File: config.mk
export PLATFORM = sky130hd
export DESIGN_NAME = bitmap_block_allocator_unit
export DESIGN_NICKNAME = d
export VERILOG_FILES = /design/src/hdl/bba_pkg.sv /design/src/hdl/bba_ram.sv /design/src/hdl/bba_word_search.sv /design/src/hdl/bitmap_block_allocator_unit.sv
export SDC_FILE = /design/constraint.sdc
export NUM_CORES = 1
export LEC_CHECK = 0
export BUFFER_PORTS_ARGS = -buffer_cell sky130_fd_sc_hd__clkbuf_2
export CAP_MARGIN = 10
export CORE_ASPECT_RATIO = 1.2
export CORE_MARGIN = 2
export CORE_UTILIZATION = 45
export CTS_CLUSTER_DIAMETER = 40
export DETAILED_ROUTE_END_ITERATION = 12
export HOLD_SLACK_MARGIN = 0.03
export SYNTH_ARGS = -nofsm -noshare
export SYNTH_HDL_FRONTEND = slang
export SYNTH_HIERARCHICAL = 1
export SYNTH_SLANG_ARGS = --single-unit
File: constraint.sdc
create_clock -name clock -period 11.63 [get_ports clock]
set_input_delay 1.163 -clock clock [delete_from_list [all_inputs] [get_ports clock]]
set_output_delay 1.163 -clock clock [all_outputs]
set_load 0.02 [all_outputs]
File: src/hdl/bba_pkg.sv
// Package for the bitmap block allocator: sizes, operation, status and
// register codes, the search result struct and the shared helper functions.
// Depends on nothing; bba_word_search and the top level use it.
`default_nettype none

package bba_pkg;

   localparam int ENTRIES = 256;
   localparam int WORD_W  = 32;
   localparam int BIT_W   = 5;
   localparam int WORDS   = (ENTRIES + WORD_W - 1) / WORD_W;
   localparam int WORD_AW = (WORDS > 1) ? $clog2(WORDS) : 1;
   localparam int POS_W   = $clog2(ENTRIES);
   localparam int LIM_W   = $clog2(ENTRIES + 1);

   localparam int NUM_W  = 9;
   localparam int OP_W   = 2;
   localparam int STS_W  = 2;
   localparam int CSR_AW = 2;
   localparam int CSR_DW = 9;

   localparam logic [OP_W-1:0] OP_ALLOC  = 2'd0;
   localparam logic [OP_W-1:0] OP_FREE   = 2'd1;
   localparam logic [OP_W-1:0] OP_FORMAT = 2'd2;

   localparam logic [STS_W-1:0] STS_OK    = 2'd0;
   localparam logic [STS_W-1:0] STS_FULL  = 2'd1;
   localparam logic [STS_W-1:0] STS_RANGE = 2'd2;

   localparam logic [CSR_AW-1:0] CSR_ENTRY_LIMIT    = 2'd0;
   localparam logic [CSR_AW-1:0] CSR_RESERVED_COUNT = 2'd1;

   typedef struct packed {
      logic              found;
      logic [BIT_W-1:0]  bit_idx;
      logic [WORD_W-1:0] onehot;
   } srch_type;

   // Saturate a register value at the store size.
   function automatic logic [LIM_W-1:0] clamp_entries(input logic [CSR_DW-1:0] v);
      logic [LIM_W-1:0] r;
      if (32'(v) > 32'(ENTRIES)) r = LIM_W'(ENTRIES);
      else r = LIM_W'(v);
      return r;
   endfunction

   // Bits of one word whose entry positions lie below count.
   function automatic logic [WORD_W-1:0] word_mask(input logic [LIM_W-1:0]   count,
                                                   input logic [WORD_AW-1:0] word);
      logic [31:0]       cnt;
      logic [31:0]       base;
      logic [31:0]       diff;
      logic [WORD_W-1:0] m;
      cnt  = 32'(count);
      base = 32'(word) << BIT_W;
      diff = cnt - base;
      if (cnt >= base + 32'(WORD_W)) m = '1;
      else if (cnt > base) m = ~({WORD_W{1'b1}} << diff[BIT_W-1:0]);
      else m = '0;
      return m;
   endfunction

endpackage

`default_nettype wire

File: src/hdl/bba_ram.sv
// Generic single-write, single-read synchronous RAM with a registered read.
// Used for the usage bitmap store; no package dependency.
`default_nettype none

module bba_ram #(
   parameter int WIDTH = 32,
   parameter int DEPTH = 8
) (
   input  logic                                     clock,
   input  logic                                     wr_en,
   input  logic [((DEPTH > 1) ? $clog2(DEPTH) : 1)-1:0] wr_addr,
   input  logic [WIDTH-1:0]                         wr_data,
   input  logic                                     rd_en,
   input  logic [((DEPTH > 1) ? $clog2(DEPTH) : 1)-1:0] rd_addr,
   output logic [WIDTH-1:0]                         rd_data
);

   logic [WIDTH-1:0] mem [DEPTH];
   logic [WIDTH-1:0] rd_data_ff;

   always_ff @(posedge clock) begin
      if (wr_en) begin
         mem[wr_addr] <= wr_data;
      end
      if (rd_en) begin
         rd_data_ff <= mem[rd_addr];
      end
   end

   assign rd_data = rd_data_ff;

endmodule

`default_nettype wire

File: src/hdl/bba_word_search.sv
// Lowest-clear-bit search over one bitmap word, restricted to usable bits.
// Depends on bba_pkg for the word width and the search result struct.
`default_nettype none

module bba_word_search (
   input  logic [bba_pkg::WORD_W-1:0] word,
   input  logic [bba_pkg::WORD_W-1:0] usable,
   output bba_pkg::srch_type          result
);

   logic [bba_pkg::WORD_W-1:0] clear_bits;
   logic [bba_pkg::WORD_W-1:0] lowest;
   logic [bba_pkg::BIT_W-1:0]  idx;

   // Two's complement trick isolates the lowest set bit of clear_bits.
   assign clear_bits = ~word & usable;
   assign lowest     = clear_bits & (~clear_bits + bba_pkg::WORD_W'(1));

   always_comb begin
      idx = '0;
      for (int i = 0; i < bba_pkg::WORD_W; i++) begin
         if (lowest[i]) idx = idx | bba_pkg::BIT_W'(i);
      end
   end

   assign result.found   = |clear_bits;
   assign result.bit_idx = idx;
   assign result.onehot  = lowest;

endmodule

`default_nettype wire

File: src/hdl/bitmap_block_allocator_unit.sv
// Top level of the bitmap block allocator: control sequencer, register file
// and output register. Depends on bba_pkg, bba_ram and bba_word_search.
`default_nettype none

// Usage:
// A request transaction (req_operation, req_index) asks to allocate, free or
// format. Each request gives exactly one response transaction (rsp_granted,
// rsp_status). The usage bitmap lives in a one-read, one-write RAM of 32-bit
// words; allocate and free read, modify and write back those words, while
// format only writes them. Allocate reads the words in order, one per cycle,
// overlapping the next read with the search of the current word: it checks
// up to 8 words and then goes to the finish step, which loads the response.
// Free takes one read and one write-back before it finishes; an index out of
// range goes straight to the finish step. Format writes every word once (8
// writes) and then finishes. req_ready returns in the same cycle as the
// loaded response appears at the outputs, with rsp_valid high.
// One request is in work at a time; the RAM read port sets that sequence.
// A finished response sits in an output register, so the next request is
// accepted while the receiver stalls; its result then waits in the sequencer
// until the output register drains, and req_ready stays low meanwhile.
// Reset is synchronous: it restores entry_limit to 256 and reserved_count to
// 1 and clears one valid flag per word, so the whole bitmap reads as empty at
// once without a clearing pass. The user must write registers through csr_wr_en
// only while no transaction is in work; the block does not enforce this.

module bitmap_block_allocator_unit (
   input  logic                         clock,
   input  logic                         reset,
   input  logic                         req_valid,
   output logic                         req_ready,
   input  logic [bba_pkg::OP_W-1:0]     req_operation,
   input  logic [bba_pkg::NUM_W-1:0]    req_index,
   output logic                         rsp_valid,
   input  logic                         rsp_ready,
   output logic [bba_pkg::NUM_W-1:0]    rsp_granted,
   output logic [bba_pkg::STS_W-1:0]    rsp_status,
   input  logic                         csr_wr_en,
   input  logic [bba_pkg::CSR_AW-1:0]   csr_index,
   input  logic [bba_pkg::CSR_DW-1:0]   csr_wr_data
);

   typedef enum logic [4:0] {
      ST_IDLE   = 5'b00001,
      ST_SCAN   = 5'b00010,
      ST_FREE   = 5'b00100,
      ST_FORMAT = 5'b01000,
      ST_FINISH = 5'b10000
   } state_type;

   localparam logic [bba_pkg::WORD_AW-1:0] LAST_WORD = bba_pkg::WORD_AW'(bba_pkg::WORDS - 1);

   state_type                       state_ff, state_in;
   logic [bba_pkg::LIM_W-1:0]       limit_ff;
   logic [bba_pkg::LIM_W-1:0]       reserved_ff;
   logic [bba_pkg::WORDS-1:0]       vld_ff;
   logic                            rd_vld_ff;
   logic [bba_pkg::WORD_AW-1:0]     word_ff, word_in;
   logic [bba_pkg::POS_W-1:0]       pos_ff;
   logic [bba_pkg::NUM_W-1:0]       res_granted_ff, res_granted_in;
   logic [bba_pkg::STS_W-1:0]       res_status_ff, res_status_in;
   logic                            rsp_valid_ff, rsp_valid_in;
   logic [bba_pkg::NUM_W-1:0]       rsp_granted_ff;
   logic [bba_pkg::STS_W-1:0]       rsp_status_ff;

   logic                            req_fire;
   logic                            load_rsp;
   logic                            free_ok;
   logic [bba_pkg::POS_W-1:0]       free_pos;
   logic [bba_pkg::POS_W-1:0]       grant_pos;
   logic [bba_pkg::POS_W:0]         grant_num;

   logic                            rd_en;
   logic [bba_pkg::WORD_AW-1:0]     rd_addr;
   logic [bba_pkg::WORD_W-1:0]      rd_data;
   logic [bba_pkg::WORD_W-1:0]      eff_word;
   logic                            wr_en;
   logic [bba_pkg::WORD_AW-1:0]     wr_addr;
   logic [bba_pkg::WORD_W-1:0]      wr_data;
   bba_pkg::srch_type               srch;

   bba_ram #(
      .WIDTH (bba_pkg::WORD_W),
      .DEPTH (bba_pkg::WORDS)
   ) u_usage_ram (
      .clock   (clock),
      .wr_en   (wr_en),
      .wr_addr (wr_addr),
      .wr_data (wr_data),
      .rd_en   (rd_en),
      .rd_addr (rd_addr),
      .rd_data (rd_data)
   );

   // A word never written since reset reads as all clear.
   assign eff_word = rd_vld_ff ? rd_data : '0;

   bba_word_search u_search (
      .word   (eff_word),
      .usable (bba_pkg::word_mask(limit_ff, word_ff)),
      .result (srch)
   );

   assign req_ready = (state_ff == ST_IDLE);
   assign req_fire  = req_valid && req_ready;

   assign free_ok  = (req_index != '0) && (32'(req_index) <= 32'(limit_ff));
   assign free_pos = bba_pkg::POS_W'(req_index - bba_pkg::NUM_W'(1));

   assign grant_pos = bba_pkg::POS_W'({word_ff, srch.bit_idx});
   assign grant_num = {1'b0, grant_pos} + (bba_pkg::POS_W + 1)'(1);

   always_comb begin
      state_in       = state_ff;
      word_in        = word_ff;
      res_granted_in = res_granted_ff;
      res_status_in  = res_status_ff;
      rd_en          = 1'b0;
      rd_addr        = word_ff;
      wr_en          = 1'b0;
      wr_addr        = word_ff;
      wr_data        = eff_word;
      load_rsp       = 1'b0;
      unique case (state_ff)
         ST_IDLE: begin
            if (req_fire) begin
               res_granted_in = '0;
               res_status_in  = bba_pkg::STS_OK;
               word_in        = '0;
               unique case (req_operation)
                  bba_pkg::OP_ALLOC: begin
                     rd_en    = 1'b1;
                     rd_addr  = '0;
                     state_in = ST_SCAN;
                  end
                  bba_pkg::OP_FREE: begin
                     if (free_ok) begin
                        rd_en    = 1'b1;
                        rd_addr  = bba_pkg::WORD_AW'(free_pos >> bba_pkg::BIT_W);
                        state_in = ST_FREE;
                     end else begin
                        res_status_in = bba_pkg::STS_RANGE;
                        state_in      = ST_FINISH;
                     end
                  end
                  bba_pkg::OP_FORMAT: begin
                     state_in = ST_FORMAT;
                  end
                  default: begin
                     state_in = ST_FINISH;
                  end
               endcase
            end
         end
         ST_SCAN: begin
            // word_ff data is here; the next word is read if the scan goes on.
            if (srch.found) begin
               wr_en          = 1'b1;
               wr_data        = eff_word | srch.onehot;
               res_granted_in = bba_pkg::NUM_W'(grant_num);
               state_in       = ST_FINISH;
            end else if (word_ff == LAST_WORD) begin
               res_status_in = bba_pkg::STS_FULL;
               state_in      = ST_FINISH;
            end else begin
               word_in = word_ff + bba_pkg::WORD_AW'(1);
               rd_en   = 1'b1;
               rd_addr = word_ff + bba_pkg::WORD_AW'(1);
            end
         end
         ST_FREE: begin
            wr_en    = 1'b1;
            wr_addr  = bba_pkg::WORD_AW'(pos_ff >> bba_pkg::BIT_W);
            wr_data  = eff_word & ~(bba_pkg::WORD_W'(1) << pos_ff[bba_pkg::BIT_W-1:0]);
            state_in = ST_FINISH;
         end
         ST_FORMAT: begin
            wr_en   = 1'b1;
            wr_data = bba_pkg::word_mask(reserved_ff, word_ff);
            if (word_ff == LAST_WORD) begin
               state_in = ST_FINISH;
            end else begin
               word_in = word_ff + bba_pkg::WORD_AW'(1);
            end
         end
         ST_FINISH: begin
            if (!rsp_valid_ff || rsp_ready) begin
               load_rsp = 1'b1;
               state_in = ST_IDLE;
            end
         end
         default: begin
            state_in = ST_IDLE;
         end
      endcase
   end

   always_comb begin
      if (load_rsp) rsp_valid_in = 1'b1;
      else if (rsp_ready) rsp_valid_in = 1'b0;
      else rsp_valid_in = rsp_valid_ff;
   end

   always_ff @(posedge clock) begin
      if (reset) begin
         state_ff     <= ST_IDLE;
         limit_ff     <= bba_pkg::clamp_entries(bba_pkg::CSR_DW'(256));
         reserved_ff  <= bba_pkg::clamp_entries(bba_pkg::CSR_DW'(1));
         vld_ff       <= '0;
         rsp_valid_ff <= 1'b0;
      end else begin
         state_ff     <= state_in;
         rsp_valid_ff <= rsp_valid_in;
         if (wr_en) begin
            vld_ff[wr_addr] <= 1'b1;
         end
         if (csr_wr_en) begin
            if (csr_index == bba_pkg::CSR_ENTRY_LIMIT) begin
               limit_ff <= bba_pkg::clamp_entries(csr_wr_data);
            end else if (csr_index == bba_pkg::CSR_RESERVED_COUNT) begin
               reserved_ff <= bba_pkg::clamp_entries(csr_wr_data);
            end
         end
      end
   end

   always_ff @(posedge clock) begin
      word_ff        <= word_in;
      res_granted_ff <= res_granted_in;
      res_status_ff  <= res_status_in;
      if (rd_en) begin
         rd_vld_ff <= vld_ff[rd_addr];
      end
      if (req_fire) begin
         pos_ff <= free_pos;
      end
      if (load_rsp) begin
         rsp_granted_ff <= res_granted_ff;
         rsp_status_ff  <= res_status_ff;
      end
   end

   assign rsp_valid   = rsp_valid_ff;
   assign rsp_granted = rsp_granted_ff;
   assign rsp_status  = rsp_status_ff;

   // The bitmap is written only while a transaction is in work.
   a_write_in_work: assert property (@(posedge clock) disable iff (reset)
      wr_en |-> (state_ff == ST_SCAN || state_ff == ST_FREE || state_ff == ST_FORMAT))
      else $error("bitmap written outside of an operation");

   // A new response only comes out of the finish step.
   a_rsp_from_finish: assert property (@(posedge clock) disable iff (reset)
      $rose(rsp_valid_ff) |-> $past(state_ff == ST_FINISH))
      else $error("response raised without a finished operation");

   // A full status never carries an entry number.
   a_full_no_grant: assert property (@(posedge clock) disable iff (reset)
      (rsp_valid_ff && rsp_status_ff == bba_pkg::STS_FULL) |-> (rsp_granted_ff == '0))
      else $error("full status with a granted entry");

   // A granted entry lies within the configured limit.
   a_grant_in_limit: assert property (@(posedge clock) disable iff (reset)
      (rsp_valid_ff && rsp_granted_ff != '0) |-> (32'(rsp_granted_ff) <= 32'(limit_ff)))
      else $error("granted entry beyond the limit");

endmodule

`default_nettype wire
==> Word-level counts from Yosys, hierarchy flattened <==
Memories as Yosys holds them, arrays and structs flattened. A register that Yosys moved wholly into a read port is not among the register bits.
Index checks and enable logic that the tools add are counted.
{ "totals": {"latchBits": 0, "word_cells": 235, "register_bits": 66, "mem_bits_rw": 256, "rom_bits": 0, "out_inout_bits": 13, "mem_count": 1} }
{ "op_classes": {"mul": 0, "reduce_logical": 23, "div": 0, "n_eq_ne": 15, "magnitude_cmp": 9, "n_addsub": 7, "n_shift": 3, "n_mux": 155, "n_bitwise": 10} }
{ "mem_list": {"columns": ["name", "words", "word_bits", "rd", "rd_ports_with_merged_regs", "write_ports", "line", "source"], "rows": [
  ["u_usage_ram.mem", 8, 32, 1, 1, 1, "bba_ram.sv:18", "logic [WIDTH-1:0] mem [DEPTH];"]
]} }
{ "ops": {"columns": ["cell", "n"], "rows": [
  ["32-bit 2-to-1 mux", 11],
  ["9-bit 2-to-1 mux", 26],
  ["5-bit 2-to-1 mux", 32],
  ["32-bit NOT", 5],
  ["32-bit bitwise AND", 3],
  ["32-bit case mux with 3 select lines", 1],
  ["32-bit by 5-bit left shift with 32-bit output, first input constant", 2],
  ["3-bit 2-to-1 mux", 21],
  ["32-bit by 1-bit adder with 32-bit output, second input constant", 1],
  ["2-bit 2-to-1 mux", 16],
  ["4-bit 2-to-1 mux", 8],
  ["32-bit bitwise OR", 1],
  ["32-bit OR reduction", 1],
  ["1-bit by 5-bit left shift with 32-bit output, first input constant", 1],
  ["1-bit 2-to-1 mux", 26],
  ["5-bit case mux with 5 select lines", 1],
  ["9-bit greater-or-equal comparator", 2],
  ["9-bit by 8-bit greater-than comparator with 1-bit output", 2],
  ["9-bit case mux with 2 select lines", 1],
  ["8-bit 2-to-1 mux", 2],
  ["5-bit case mux with 3 select lines", 1],
  ["3-bit case mux with 2 select lines", 2],
  ["2-bit nonzero test", 6],
  ["2-bit != test, second input constant", 5],
  ["other kinds (34)", 45]
]} }

==> Logic depth before layout (Yosys ltp) <==
Gate-level depths: netlist of run 1.
{ "logic_depth": {"word_depth": 45, "ltp_mapped": 27} }

==> Hierarchy <==
Netlist of run 1, hierarchy kept.
{ "by_module_without_submodules": {"columns": ["module", "area_per_inst_um2", "instances", "seq_area_each_um2", "cells_per_inst"], "rows": [
  ["bba_ram", 10786.6, 1, 8648.3, 415],
  ["bitmap_block_allocator_unit", 5226.3, 1, 1661.6, 666],
  ["bba_word_search", 960.9, 1, 0.0, 149]
]} }

==> Worst setup path before layout of run 1 <==
OpenSTA, ideal clock, no wires.
{ "synth_path": {"path_type": "register to register", "startpoint": "register word_ff[1] in the netlist's numbering", "endpoint": "register u_usage_ram.rd_data_ff[11], in the netlist u_usage_ram/rd_data[11] (read register of u_usage_ram.mem), data pin", "period_less_slack_ns": 5.898, "slack_ns": 5.732, "path_stages_with_launch": 24, "t_arrival_ns": 5.638, "cell_sequence": "edfxtp_1 > ha_1 > inv_1 > ha_1 > a21boi_0 > o21ai_0 > nand2b_1 > a21oi_1 > and2_1 > clkbuf_1 > o21ai_0 > nor2b_1 > nor3_4 > and4b_4 > nand4_4 > nor4b_4 > nand2_1 > nor2_1 > a21oi_1 > o31ai_2 > buf_6 > buf_6 > mux4_1 > mux2_2"} }
{ "synth_lines": {"columns": ["element", "line", "source"], "rows": [
  ["start: declaration", "bitmap_block_allocator_unit.sv:57", "logic [bba_pkg::WORD_AW-1:0] word_ff, word_in;"],
  ["start signal: assignment", "bitmap_block_allocator_unit.sv:227", "word_ff <= word_in;"],
  ["end: declaration", "bba_ram.sv:19", "logic [WIDTH-1:0] rd_data_ff;"]
]} }

==> flow_summary.ini, run 1 <==
[power]
cellLeakagePower_nw = 6.53
pwr-share-comb = 0.225
pwr-share-seq = 0.420
ir_drop_v = 0.000110
powerDensity_mw_per_mm2 = 194
switchingPower_w = 0.00103
fin_total_pwr_w = 0.00372
clkPwrFrac = 0.355
power.internal_w = 0.00269
swShare = 0.277

[grt]
antenna_found_initial = 0
grt_pass1_vias = 10800
grt_max_degree = 53
grt_usage = 0.223
grt_pass1_wl_um = 65700
grt.overflow.total = 0

[floorplanning]
pin_count = 40
die_area_mm2 = 0.0393
core_mm2 = 0.0370
initial_core_util = 0.459
dieWidth_um = 181
die_h_um = 217
rows = 77

[clock_network]
clockBufferDepth = 3
clkLatencyLatePin_ns = 0.54
ctsHoldBuffers = 0
cts_buffers = 41
htreeDepth = 2
path_clk_slew_ns = 0.06
postCtsResizedCells = 0
cts-root-buf = clkbuf_16
clkSinkCount = 354
post_cts_buffers = 0
cts_tree = done

[drt]
dr.pass1.iters = 5
wire_per_inst_um = 24.2
first_iter_violations = 909
via_count = 10800
vias_per_cell = 6.04
routed_wl_um = 43400
drcViolationCount = 0
drtAntennaViolNets = 0

[critical_path]
worstSetupEndpoint = u_usage_ram/rd_data[6]
r2r_cells = 21
worstSetupEndpointType = flip-flop
arrival_ns = 8.17
cp_max_fo = 50
cp-start-kind = flip-flop
crit_cells = 21
crit_chain = ha_1 -> inv_1 -> ha_1 -> a21boi_0 -> o21ai_0 -> nand2b_1 -> a21oi_1 -> and2_1 -> o21ai_0 -> nand2b_4 -> nand4_4 -> nor4_4 -> nand4_4 -> nor4b_4 -> nand2_1 -> nor2_1 -> a21oi_1 -> o31ai_4 -> buf_4 -> mux4_1 -> mux2_2
regToRegEndpoint = u_usage_ram/rd_data[6]
critPathMaxStageDelay_ns = 0.85
rrSetupSlack_ns = 3.75
cp.required_ns = 11.92
worst-setup-path-type = flip-flop to flip-flop
slowest_stage = a21oi_1
crit_start = word_ff[0]
cp_top_family = simple AND/OR/NAND/NOR gates
path_buf_inv = 2
reg2reg_from = word_ff[0]

[outcome]
status = complete, no violations

[logic_synthesis]
ys_types = 79
synth_seq_cells = 354
synth-compound-area-share = 0.0821
postSynthAreaPerCell_um2 = 13.8
post-synth-top-count-cell = edfxtp_1
synthCells = 1230
postSynth.asyncResetShare = 0
synth.largest_area_cell = edfxtp_1
ys_top_cells_by_area = edfxtp_1 (57%), mux4_1 (6.2%), dfxtp_1 (3.8%)
yosys_warnings = 6
synth_edf_count = 322
yosysSeqAreaShare = 0.607
synth_commonest_cells = edfxtp_1 (322), nand2_1 (113), nor2_1 (74)
syn_nets = 1285
synth_top_family_by_area = simple AND/OR/NAND/NOR gates
synthXorXnorAreaFrac = 0.00568
yosys.area.top_type_share = 0.570
synthMuxAreaShare = 0.118
netlist_area_mm2 = 0.0170
yosys.area_share.adder = 0.0206
synth_top_flop_cell = edfxtp_1
yosys.area_share.simple = 0.141

[timing]
maxSlewViolCount = 0
setup_viol = 0
hold_viol_final = 0
min_period_ns = 7.88
period_share = 0.678
slew_headroom = 0.250
grt_setup_unrepaired = no
worst_pin_slew_ns = 1.12
finClkSkew_ns = 0.0143
max_freq_ghz = 0.127
fin_setup_tns_ns = 0

[layout]
diodes = 0
fin_nets = 1338
area_growth_pct = 12.9
stdcell_count = 1790
drive_above_1_share = 0.190

[worst_hold_path]
hold_class = flip-flop to flip-flop
worstHoldStart = res_granted_ff[3]

[placement]
hpwl_um = 28400
place_congestion = 0.959
dp_cells = 1714
numPortBuffers = 39

[run]
drv_cap = 0
## cells by family (layout without fill, tap and decap cells)
logic type      Yosys count  after routing
fa+ha+maj                28             28
flops                   354            354
xor+xnor                 11             11
compound gates          215            215
buf+inv                  95            181
simple gates            426            426
mux                     101            101
## registers in the layout (all words and copies together), names as in the netlist
signal               cells
word_ff                  3
rsp_status               2
rd_vld_ff                1
res_status_ff            2
vld_ff                   8
res_granted_ff           9
u_usage_ram/rd_data     32
reserved_ff              9
rsp_valid                1
u_usage_ram/mem        256
limit_ff                 9
rsp_granted              9
state_ff                 5
pos_ff                   8
## placed cells by master (no fill, tap or decap), types with 35 or more instances in the layout
master,count
nor2_1,67
inv_1,44
mux4_1,40
clkbuf_2,39
a21oi_1,64
nand3_1,35
clkbuf_16,43
and2_1,41
nand2_1,113
o21ai_0,43
edfxtp_1,322
## power by group through the flow
stage | sequential (W) | combinational, W | clock [W]
floorplan | 0.00156 | 0.000651 | 0
finish | 0.00156 | 0.000836 | 0.00132
CTS | 0.00156 | 0.000843 | 0.00135
global placement | 0.00159 | 0.000829 | 0
detailed placement | 0.00159 | 0.000843 | 0
global route | 0.00156 | 0.000914 | 0.00140
## stage by stage
step,area (µm²),hold slack (ns),setup slack (ns),utilization
final,19200,0.419,3.75,0.518
after CTS,19200,0.419,3.82,0.518
after detailed placement,17700,0.405,3.82,0.480
after global routing,19200,0.427,3.06,0.518
after global placement,17700,0.406,4.04,0.480
after floorplan,17000,0.400,5.73,-
## layout make-up
type,instances,area [µm²]
fillers,3121,17800
flip-flops and latches,354,10300
multi-input cells,781,6310
clock buffers,51,1120
clock inverters,25,303
inverters,46,178
repair buffers,59,345
well taps,474,593
## routing by layer
metal	share of wire	GRT usage	vias up
met5	0	0	-
met2	0.49	0.379	401
met4	0.038	0.0921	0
met3	0.054	0.0330	75
li1	-	-	4906
met1	0.42	0.288	5422
## worst min path at each step
stage / cells after the start / slack (ns) / end
floorplan: 0 / 0.40 / rsp_granted[0]
global placement: 0 / 0.41 / rsp_granted[0]
detailed placement: 0 / 0.40 / rsp_granted[3]
CTS: 0 / 0.42 / rsp_granted[3]
global route: 0 / 0.43 / rsp_granted[8]
finish: 0 / 0.42 / rsp_granted[3]
## worst register-to-register path, stage by stage (launching register included)
cell and delay [ns]:
edfxtp_1 0.59, ha_1 0.42, inv_1 0.08, ha_1 0.26, a21boi_0 0.12, o21ai_0 0.15
nand2b_1 0.07, a21oi_1 0.85, and2_1 0.51, o21ai_0 0.25, nand2b_4 0.16, nand4_4 0.17
nor4_4 0.52, nand4_4 0.27, nor4b_4 0.41, nand2_1 0.23, nor2_1 0.36, a21oi_1 0.22
o31ai_4 0.29, buf_4 0.68, mux4_1 0.78, mux2_2 0.27
No activity file was read; power rests on OpenSTA's default activity.
==> run 2: changes to the inputs <==
Clock period 11.63 ns to 7.4 ns, I/O delays scaled along.
==> run 2 against run 1 <==
Against the previous run:
- die area unchanged
- first-iteration DRC count down 10%
- total power up 57%
- design area up 0.42%
- largest cell class unchanged
==> flow_summary.ini, run 2 (synthesis results as in run 1) <==
[floorplanning]
die_area_mm2 = 0.0393
initial_core_util = 0.459
pin_count = 40
rows = 77
dieWidth_um = 181
die_h_um = 217
core_mm2 = 0.0370

[clock_network]
path_clk_slew_ns = 0.06
clkLatencyLatePin_ns = 0.55
postCtsResizedCells = 0
htreeDepth = 2
cts_tree = done
clockBufferDepth = 3
cts-root-buf = clkbuf_16
clkSinkCount = 354
cts_buffers = 42
ctsHoldBuffers = 0
post_cts_buffers = 0

[layout]
largest-register = u_usage_ram/mem
final_common_cell = edfxtp_1
area_growth_pct = 13.4
regArea_mm2 = 0.0103
fin_nets = 1346
diodes = 0
multi_input_area_mm2 = 0.00631
fill_cells = 3169
largest_register_ffs = 256
final_cell_mix = edfxtp_1 (322), nand2_1 (113), nor2_1 (67), a21oi_1 (64), inv_1 (44)
drive_above_1_share = 0.196

[critical_path]
cp_top_family = simple AND/OR/NAND/NOR gates
crit_chain = ha_1 -> inv_1 -> ha_1 -> a21boi_0 -> o21ai_0 -> nand2b_1 -> a21oi_1 -> and2_1 -> o21ai_0 -> nand2b_4 -> nand4_4 -> nor4_4 -> nand4_4 -> nor4b_4 -> nand2_1 -> nor2_1 -> a21oi_1 -> o31ai_4 -> buf_12 -> buf_4 -> mux4_1 -> mux2_2
cp_max_fo = 28
worstSetupEndpointType = flip-flop
slowest_stage = mux4_1
arrival_ns = 7.12
worst-setup-path-type = flip-flop to flip-flop
path_buf_inv = 3
cp-start-kind = flip-flop
critPathMaxStageDelay_ns = 0.55
cp.required_ns = 7.70

[grt]
grt_max_degree = 59
grt_pass1_vias = 10900
grt_pass1_wl_um = 66700
grt.overflow.total = 0
antenna_found_initial = 0
grt_usage = 0.227

[placement]
hpwl_um = 29200
place_congestion = 0.974
numPortBuffers = 39

[timing]
hold_viol_final = 0
worst_pin_slew_ns = 1.19
min_period_ns = 6.82
finClkSkew_ns = 0.0207
setup_viol = 0
period_share = 0.922
max_freq_ghz = 0.147
fin_setup_tns_ns = 0
slew_headroom = 0.204
holdWs_ns = 0.418
grt_setup_unrepaired = no
maxSlewViolCount = 0

[drt]
first_iter_violations = 818
dr.pass1.iters = 5
drcViolationCount = 0
drtAntennaViolNets = 0
wire_per_inst_um = 24.5
vias_per_cell = 6.02
routed_wl_um = 44100
via_count = 10800

[run]
drv_cap = 0

[power]
ir_drop_v = 0.000178
pwr-share-seq = 0.419
switchingPower_w = 0.00165
pwr-share-comb = 0.238
swShare = 0.283
power.internal_w = 0.00418
cellLeakagePower_nw = 6.57
clkPwrFrac = 0.344
powerDensity_mw_per_mm2 = 303

[outcome]
status = complete, no violations

[worst_hold_path]
hold_class = flip-flop to flip-flop
run 2: changes by cell type in the layout (fill, tap and decap cells not counted), sizes merged:
| cell | previous run | this run |
|---|---|---|
| clkbuf | 90 | 91 |
| buf | 20 | 27 |
| bufinv | 5 | 2 |
| clkinv | 14 | 12 |
| inv | 50 | 55 |
run 2: power groups by stage:
| stage | logic, W | clock network [W] | registers [W] |
|---|---|---|---|
| after floorplan | 0.00102 | 0 | 0.00246 |
| after global placement | 0.00137 | 0 | 0.00248 |
| after detailed placement | 0.00139 | 0 | 0.00248 |
| after CTS | 0.00140 | 0.00204 | 0.00244 |
| after global routing | 0.00151 | 0.00213 | 0.00245 |
| final | 0.00139 | 0.00200 | 0.00244 |
run 2: path summary, 6_finish.rpt:
kind,from,to,slack [ns],cells after the start
hold / removal,res_granted_ff[4],rsp_granted[4],0.42,0
hold reg to reg,res_granted_ff[4],rsp_granted[4],0.42,0
setup / recovery,word_ff[1],u_usage_ram/rd_data[10],0.58,22
setup reg to reg,word_ff[1],u_usage_ram/rd_data[10],0.58,22
run 2: layout make-up:
cell class              instances  area share
flip-flops and latches        354       0.536
multi-input cells             781       0.328
clock buffers                  52      0.0587
well taps                     474      0.0308
repair buffers                 66      0.0246
clock inverters                25      0.0126
inverters                      46     0.00923
run 2: per-stage QoR:
stage / cell area, µm² / utilization / worst slack (ns) / total power [W] / std cells
2_1_floorplan: 17000 / - / 1.50 / 0.00348 / 1230
6_report: 19200 / 0.520 / 0.580 / 0.00583 / 1798
3_5_place_dp: 17900 / 0.483 / 0.635 / 0.00387 / 1721
3_3_place_gp: 17900 / 0.483 / 0.765 / 0.00385 / 1721
5_1_grt: 19200 / 0.520 / 0.0910 / 0.00609 / 1798
4_1_cts: 19200 / 0.520 / 0.638 / 0.00588 / 1798
run 2: routing by layer:
metal,wire length [µm],track usage,share of wire,vias to the layer above
met5,0,0,0,-
met3,2380,0.0320,0.054,105
met4,2140,0.105,0.049,0
met2,21300,0.381,0.48,398
met1,18300,0.293,0.41,5403
li1,-,-,-,4912
